[src/design/u16u8_pkg.sv]
`timescale 1ns / 1ps

package u16u8_pkg;

    // Result status codes
    typedef enum logic [1:0] {
        ST_OK          = 2'd0,
        ST_LONE_LOW    = 2'd1,
        ST_HIGH_NO_LOW = 2'd2,
        ST_HIGH_AT_END = 2'd3
    } t_status;

    localparam int QDepth = 4;
    localparam int QAw    = $clog2(QDepth);

    // One queued command: the bytes of one run, already encoded
    typedef struct packed {
        logic [3:0][7:0] bytes;     // byte 0 goes out first
        logic [1:0]      last_idx;  // index of the final byte (run length - 1)
        t_status         status;
        logic            eos;
    } t_cmd;

    // Queue state seen by the back end
    typedef struct packed {
        logic not_empty;
        t_cmd head;
    } t_q_rd;

endpackage

[src/design/u16u8_front.sv]
`timescale 1ns / 1ps

module u16u8_front (
    input  logic              i_clk,
    input  logic              i_rst_n,
    input  logic              i_valid,
    input  logic [15:0]       i_code_unit,
    input  logic              i_eos,
    output logic              o_ready,
    input  logic              i_q_full,
    output logic              o_push,
    output u16u8_pkg::t_cmd   o_cmd
);

    logic        r_pending;
    logic [9:0]  r_held;
    logic        n_pending;
    logic [9:0]  n_held;
    logic        w_accept;
    logic        w_is_high;
    logic        w_is_low;
    logic [20:0] w_cp;
    logic        w_emit;

    assign o_ready   = !i_q_full;
    assign w_accept  = i_valid && o_ready;
    assign w_is_high = (i_code_unit[15:10] == 6'b110110);
    assign w_is_low  = (i_code_unit[15:10] == 6'b110111);

    always_comb begin
        n_pending = r_pending;
        n_held    = r_held;
        w_emit    = 1'b1;
        w_cp      = {5'd0, i_code_unit};
        o_cmd     = '0;
        o_cmd.eos = i_eos;
        o_cmd.status = u16u8_pkg::ST_OK;

        if (r_pending) begin
            n_pending = 1'b0;
            n_held    = '0;
            if (w_is_low) begin
                w_cp = 21'h10000 + {1'b0, r_held, i_code_unit[9:0]};
            end else begin
                o_cmd.status = u16u8_pkg::ST_HIGH_NO_LOW;
            end
        end else if (w_is_high) begin
            if (i_eos) begin
                o_cmd.status = u16u8_pkg::ST_HIGH_AT_END;
            end else begin
                n_pending = 1'b1;
                n_held    = i_code_unit[9:0];
                w_emit    = 1'b0;
            end
        end else if (w_is_low) begin
            o_cmd.status = u16u8_pkg::ST_LONE_LOW;
        end

        // Encode; an error run is a single zero byte
        if (o_cmd.status == u16u8_pkg::ST_OK) begin
            if (w_cp[20:16] != '0) begin
                o_cmd.bytes[0] = 8'hF0 | {5'd0, w_cp[20:18]};
                o_cmd.bytes[1] = 8'h80 | {2'd0, w_cp[17:12]};
                o_cmd.bytes[2] = 8'h80 | {2'd0, w_cp[11:6]};
                o_cmd.bytes[3] = 8'h80 | {2'd0, w_cp[5:0]};
                o_cmd.last_idx = 2'd3;
            end else if (w_cp[15:11] != '0) begin
                o_cmd.bytes[0] = 8'hE0 | {4'd0, w_cp[15:12]};
                o_cmd.bytes[1] = 8'h80 | {2'd0, w_cp[11:6]};
                o_cmd.bytes[2] = 8'h80 | {2'd0, w_cp[5:0]};
                o_cmd.last_idx = 2'd2;
            end else if (w_cp[10:7] != '0) begin
                o_cmd.bytes[0] = 8'hC0 | {3'd0, w_cp[10:6]};
                o_cmd.bytes[1] = 8'h80 | {2'd0, w_cp[5:0]};
                o_cmd.last_idx = 2'd1;
            end else begin
                o_cmd.bytes[0] = {1'b0, w_cp[6:0]};
                o_cmd.last_idx = 2'd0;
            end
        end
    end

    assign o_push = w_accept && w_emit;

    always_ff @(posedge i_clk) begin
        if (!i_rst_n) begin
            r_pending <= 1'b0;
            r_held    <= '0;
        end else if (w_accept) begin
            r_pending <= n_pending;
            r_held    <= n_held;
        end
    end

endmodule

[src/design/u16u8_queue.sv]
`timescale 1ns / 1ps

module u16u8_queue (
    input  logic              i_clk,
    input  logic              i_rst_n,
    input  logic              i_push,
    input  u16u8_pkg::t_cmd   i_cmd,
    output logic              o_full,
    input  logic              i_pop,
    output u16u8_pkg::t_q_rd  o_rd
);

    u16u8_pkg::t_cmd              r_mem [u16u8_pkg::QDepth];
    logic [u16u8_pkg::QAw-1:0]    r_wptr;
    logic [u16u8_pkg::QAw-1:0]    r_rptr;
    logic [u16u8_pkg::QAw:0]      r_count;

    assign o_full       = (r_count == (u16u8_pkg::QAw+1)'(u16u8_pkg::QDepth));
    assign o_rd.not_empty = (r_count != '0);
    assign o_rd.head    = r_mem[r_rptr];

    always_ff @(posedge i_clk) begin
        if (i_push) begin
            r_mem[r_wptr] <= i_cmd;
        end
    end

    always_ff @(posedge i_clk) begin
        if (!i_rst_n) begin
            r_wptr  <= '0;
            r_rptr  <= '0;
            r_count <= '0;
        end else begin
            if (i_push) begin
                r_wptr <= r_wptr + 1'b1;
            end
            if (i_pop) begin
                r_rptr <= r_rptr + 1'b1;
            end
            case ({i_push, i_pop})
                2'b10:   r_count <= r_count + 1'b1;
                2'b01:   r_count <= r_count - 1'b1;
                default: r_count <= r_count;
            endcase
        end
    end

endmodule

[src/design/u16u8_back.sv]
`timescale 1ns / 1ps

module u16u8_back (
    input  logic              i_clk,
    input  logic              i_rst_n,
    input  u16u8_pkg::t_q_rd  i_rd,
    output logic              o_pop,
    output logic              o_valid,
    input  logic              i_ready,
    output logic [7:0]        o_byte,
    output logic              o_last,
    output logic [1:0]        o_status,
    output logic              o_done
);

    logic            r_busy;
    u16u8_pkg::t_cmd r_cmd;
    logic [1:0]      r_idx;
    logic            w_final;

    assign w_final  = (r_idx == r_cmd.last_idx);
    assign o_pop    = i_rd.not_empty && (!r_busy || (i_ready && w_final));

    assign o_valid  = r_busy;
    assign o_byte   = r_cmd.bytes[r_idx];
    assign o_last   = w_final;
    assign o_status = r_cmd.status;
    assign o_done   = w_final && r_cmd.eos;

    always_ff @(posedge i_clk) begin
        if (o_pop) begin
            r_cmd <= i_rd.head;
        end
    end

    always_ff @(posedge i_clk) begin
        if (!i_rst_n) begin
            r_busy <= 1'b0;
            r_idx  <= '0;
        end else if (o_pop) begin
            r_busy <= 1'b1;
            r_idx  <= '0;
        end else if (r_busy && i_ready) begin
            if (w_final) begin
                r_busy <= 1'b0;
            end else begin
                r_idx <= r_idx + 1'b1;
            end
        end
    end

endmodule

[src/design/utf16_to_utf8_transcoder_top.sv]
`timescale 1ns / 1ps

// UTF-16 to UTF-8 transcoder. One UTF-16 code unit per slave transaction
// (tdata = code unit, tlast = end of string); one UTF-8 byte per master
// transaction, tlast on the final byte of each run, tuser carrying the
// status and an end-of-string flag. A high surrogate is held and gives no
// output until the next unit; a following low surrogate yields a 4-byte
// code point. A lone low surrogate, a high surrogate followed by anything
// but a low one, or a high surrogate at end of string each yield a single
// zero byte with a non-zero status; the held unit and the next are dropped.
// Throughput: the front end takes one unit per cycle while the 4-entry
// command queue has room; the byte serialiser emits one byte per cycle
// while the sink is ready, a unit yielding 1 to 3 bytes (4 bytes per
// surrogate pair, 1 per error), so the byte count sets the sustained rate.
module utf16_to_utf8_transcoder_top (
    input  logic        i_clk,
    input  logic        i_rst_n,
    // input stream
    input  logic        s_axis_tvalid,
    output logic        s_axis_tready,
    input  logic [15:0] s_axis_tdata,   // [15:0] code_unit
    input  logic        s_axis_tlast,   // end_of_string
    // output stream
    output logic        m_axis_tvalid,
    input  logic        m_axis_tready,
    output logic [7:0]  m_axis_tdata,   // [7:0] out_byte
    output logic        m_axis_tlast,   // run_last
    output logic [2:0]  m_axis_tuser    // [1:0] status, [2] string_done
);

    logic              w_full;
    logic              w_push;
    logic              w_pop;
    u16u8_pkg::t_cmd   w_cmd;
    u16u8_pkg::t_q_rd  w_rd;
    logic [1:0]        w_status;
    logic              w_done;

    // Front end: surrogate tracking, classification and encoding
    u16u8_front u_front (
        .i_clk       (i_clk),
        .i_rst_n     (i_rst_n),
        .i_valid     (s_axis_tvalid),
        .i_code_unit (s_axis_tdata),
        .i_eos       (s_axis_tlast),
        .o_ready     (s_axis_tready),
        .i_q_full    (w_full),
        .o_push      (w_push),
        .o_cmd       (w_cmd)
    );

    // Command queue decoupling the two sides
    u16u8_queue u_queue (
        .i_clk   (i_clk),
        .i_rst_n (i_rst_n),
        .i_push  (w_push),
        .i_cmd   (w_cmd),
        .o_full  (w_full),
        .i_pop   (w_pop),
        .o_rd    (w_rd)
    );

    // Back end: byte serialiser with registered run
    u16u8_back u_back (
        .i_clk    (i_clk),
        .i_rst_n  (i_rst_n),
        .i_rd     (w_rd),
        .o_pop    (w_pop),
        .o_valid  (m_axis_tvalid),
        .i_ready  (m_axis_tready),
        .o_byte   (m_axis_tdata),
        .o_last   (m_axis_tlast),
        .o_status (w_status),
        .o_done   (w_done)
    );

    assign m_axis_tuser = {w_done, w_status};

endmodule
[config.mk]
export PLATFORM = sky130hd
export DESIGN_NAME = utf16_to_utf8_transcoder_top
export DESIGN_NICKNAME = d
export VERILOG_FILES = /design/src/design/u16u8_pkg.sv /design/src/design/u16u8_front.sv /design/src/design/u16u8_queue.sv /design/src/design/u16u8_back.sv /design/src/design/utf16_to_utf8_transcoder_top.sv
export SDC_FILE = /design/constraint.sdc
export NUM_CORES = 1
export LEC_CHECK = 0
export BUFFER_PORTS_ARGS = -buffer_cell sky130_fd_sc_hd__buf_2
export CAP_MARGIN = 40
export CORE_AREA = 2 2 163 197
export DETAILED_ROUTE_END_ITERATION = 6
export DIE_AREA = 0 0 165 199
export GPL_TIMING_DRIVEN = 0
export PLACE_DENSITY_LB_ADDON = 0.08
export SLEW_MARGIN = 20
export SYNTH_ARGS = -nofsm -noshare
export SYNTH_HDL_FRONTEND = slang
export SYNTH_SLANG_ARGS = --single-unit
[constraint.sdc]
create_clock -name i_clk -period 3.47 [get_ports i_clk]
set_input_delay 0.1735 -clock i_clk [delete_from_list [all_inputs] [get_ports i_clk]]
set_output_delay 0.1735 -clock i_clk [all_outputs]
set_load 0.005 [all_outputs]
==> impl_metrics.py <==
metrics = {
    "status": {
        "status": "finished, final reports clean",
    },
    "clocking": {
        "clk_pin_slew_ns": 0.07,
        "hold_buffers": 1,
        "cts.sinks": 181,
        "cts-root-buf": "clkbuf_16",
        "numCtsBuffers": 17,
        "clockBufferDepth": 2,
        "post_cts_buffers": 0,
        "cts_repair_resize_count": 0,
        "htreeDepth": 4,
        "cts_tree": "built",
        "clk_latency_ns": 0.43,
    },
    "route": {
        "vias": 4169,
        "detail_route.vias_per_cell": 4.47,
        "drtIter0Drc": 241,
        "drtAntennaViolNets": 0,
        "firstDrtPassIters": 4,
        "drc": 0,
        "wl_per_cell_um": 19.8,
        "wl_mm": 18.5,
    },
    "global_routing": {
        "antenna_found_initial": 0,
        "grt_max_degree": 26,
        "grt_pass1_wl_mm": 28.4,
        "grt_pass1_vias": 4459,
        "grt_overflow": 0,
        "grt_util_all_layers": 0.122,
    },
    "critical_path": {
        "rr_startpoint": "u_back.r_cmd[28]$_DFFE_PP_",
        "r2r_end": "u_queue.r_count[2]$_SDFFE_PN0P_",
        "required_ns": 3.83,
        "endpoint": "u_queue.r_count[2]$_SDFFE_PN0P_",
        "reg2reg_setup_slack_ns": 0.48,
        "cp_data_arrival_time_ns": 3.35,
        "path_class": "reg2reg",
        "start_kind": "register",
        "r2r_cells": 9,
        "worstSetupStartpoint": "u_back.r_cmd[28]$_DFFE_PP_",
        "cp-end-kind": "register",
        "path_max_fanout": 11,
    },
    "timing": {
        "tightest_slew_ns": 0.841,
        "setup_viol": 0,
        "slew_headroom": 0.439,
        "maxSlewViolCount": 0,
        "finalHoldViolations": 0,
        "fin_crit_ns": 2.99,
        "skew_ns": 0.00901,
        "fmax_mhz": 335,
        "rsz0062_at_grt": "no",
        "finalCritPeriodShare": 0.861,
    },
    "placed_design": {
        "port-buffer-count": 32,
        "dp.cells": 899,
        "routabilityCongestion": 0.767,
        "dpl.hpwl_mm": 13.0,
        "dpl_cell_area_um2": 8430,
    },
    "synthesis": {
        "synthXorXnorAreaFrac": 0.0126,
        "ys_seq_elements": 181,
        "synth_adder_area_share": 0.0125,
        "synth-edff-count": 160,
        "syn_avg_cell_area_um2": 16.7,
        "async_flop_share": 0,
        "synth_seq_area_share": 0.686,
        "yosys_warnings": 0,
        "yosysUniqueCellTypes": 59,
        "synthSimpleGateAreaFrac": 0.0806,
        "synth_compound_area_frac": 0.0716,
        "synth_top_family_by_area": "multiplexers",
        "synth_area_um2": 7620,
        "syn_nets": 485,
        "postSynthCellCount": 457,
        "muxShareOfSynthArea": 0.114,
        "synth-main-ff-cell": "edfxtp_1",
    },
    "final_layout": {
        "n_fill_cell": 3080,
        "finish.net_count": 547,
        "post-route-util": 0.291,
        "drive_gt1_frac": 0.271,
        "final_common_cell": "edfxtp_1",
        "syn2layout_area_growth_pct": 18.4,
        "design_area_um2": 9020,
        "diodes": 0,
        "final_cell_mix": "160 x edfxtp_1, 40 x buf_2, 38 x mux4_2",
        "fin_cells": 933,
    },
    "floorplan": {
        "dieArea_um2": 32800,
        "fp.dieH_um": 199,
        "io_pins": 35,
        "die_w_um": 165,
        "initial_core_util": 0.246,
        "row_count": 71,
        "coreArea_um2": 31000,
    },
    "pwr": {
        "total_power_mw": 6.28,
        "p_sw_mw": 1.76,
        "clock_power_share": 0.300,
        "p_seq_frac": 0.480,
        "combPwrFrac": 0.220,
        "leakage_nw": 2.99,
        "swShare": 0.281,
        "p_int_mw": 4.52,
        "cellPowerDensity_nw_per_um2": 696,
        "peakVddDrop_mv": 0.341,
    },
    "min_path": {
        "hp-class": "in2reg",
    },
    "run": {
        "cap_violations": 0,
    },
}
==> synth_stat cells, types with 6 or more instances <==
master,number,area [µm²]
a21boi_0,6,45.0
edfxtp_1,160,4800
xor2_1,7,61.3
nand3_1,11,55.1
inv_1,14,52.6
buf_2,7,35.0
clkbuf_1,11,41.3
and2_1,11,68.8
ha_1,6,75.1
dfxtp_1,21,420
nand2_1,23,86.3
nor2b_1,11,68.8
and3_1,9,56.3
nor2_1,12,45.0
mux4_2,38,856
a22oi_1,10,75.1
o21ai_0,14,70.1
a31oi_1,10,62.6
a21oi_1,7,35.0
==> per-stage QoR <==
step / TNS [ns] / setup slack [ns] / hold slack (ns)
after floorplan: 0 / 0.167 / 0.272
final: 0 / 0.482 / 0.102
after global placement: -1.60 / -0.839 / 0.433
after global routing: 0 / 0.246 / 0.127
after CTS: 0 / 0.435 / 0.0673
after detailed placement: 0 / 0.454 / 0.442
==> worst max-delay path, stage by stage (launching register included) <==
cell and delay, ns:
edfxtp_1 0.43, xor2_1 0.19, o31ai_1 0.48, o31a_2 0.47
ha_1 0.25, inv_1 0.06, fa_1 0.42, xor2_1 0.16
or3_1 0.30, a21boi_0 0.16
==> cell families after synthesis <==
| kind of cell | count (synthesis) |
|---|---|
| compound gates | 71 |
| simple gates | 109 |
| xor+xnor | 11 |
| fa+ha+maj | 7 |
| flops | 181 |
| buf+inv | 39 |
| mux | 39 |
==> flip-flops by register name (all words and copies together) (netlist names) <==
name / count
u_queue.r_mem: 128
u_back.r_cmd: 30
u_front.r_held: 10
u_queue.r_count: 3
u_back.o_status: 2
u_back.r_idx: 2
u_queue.r_rptr: 2
u_queue.r_wptr: 2
u_back.o_valid: 1
u_front.r_pending: 1
==> power by group through the flow <==
stage	sequential, mW	combinational, mW	clock, mW
floorplan	3.02	0.863	0
global route	3.05	1.54	2.03
CTS	3.02	1.44	1.95
finish	3.01	1.38	1.89
global placement	3.07	1.32	0
detailed placement	3.07	1.44	0
==> how the worst min path moves through the flow <==
stage               cells after the start                             end  slack (ns)       startpoint
global placement                        1   u_queue.r_mem[2][0]$_DFFE_PP_        0.43     s_axis_tlast
CTS                                     3  u_front.r_held[6]$_SDFFE_PN0P_        0.07  s_axis_tdata[6]
finish                                  3  u_front.r_held[6]$_SDFFE_PN0P_        0.10  s_axis_tdata[6]
floorplan                               0   u_queue.r_mem[0][0]$_DFFE_PP_        0.27     s_axis_tlast
detailed placement                      1   u_queue.r_mem[2][0]$_DFFE_PP_        0.44     s_axis_tlast
global route                            4    u_back.r_idx[0]$_SDFFE_PP0P_        0.13    m_axis_tready
==> cell type report <==
type	instances	area, µm²	area share
Sequential cell	181	5230	0.579
Multi-Input combinational cell	237	2220	0.246
Tap cell	401	502	0.0556
Clock buffer	17	425	0.0471
Timing Repair Buffer	43	324	0.0359
Clock inverter	15	148	0.0164
Buffer	24	121	0.0134
Inverter	15	56.3	0.00624
==> layer usage <==
metal | up-vias | part of all wire | GRT usage | wire (µm)
met5 | - | 0 | 0 | 0
met4 | 0 | 0.012 | 0.0386 | 229
met3 | 17 | 0.033 | 0.0229 | 607
met2 | 75 | 0.51 | 0.204 | 9380
met1 | 2155 | 0.45 | 0.158 | 8280
li1 | 1922 | - | - | -
Power figures use the tool's default switching activity.
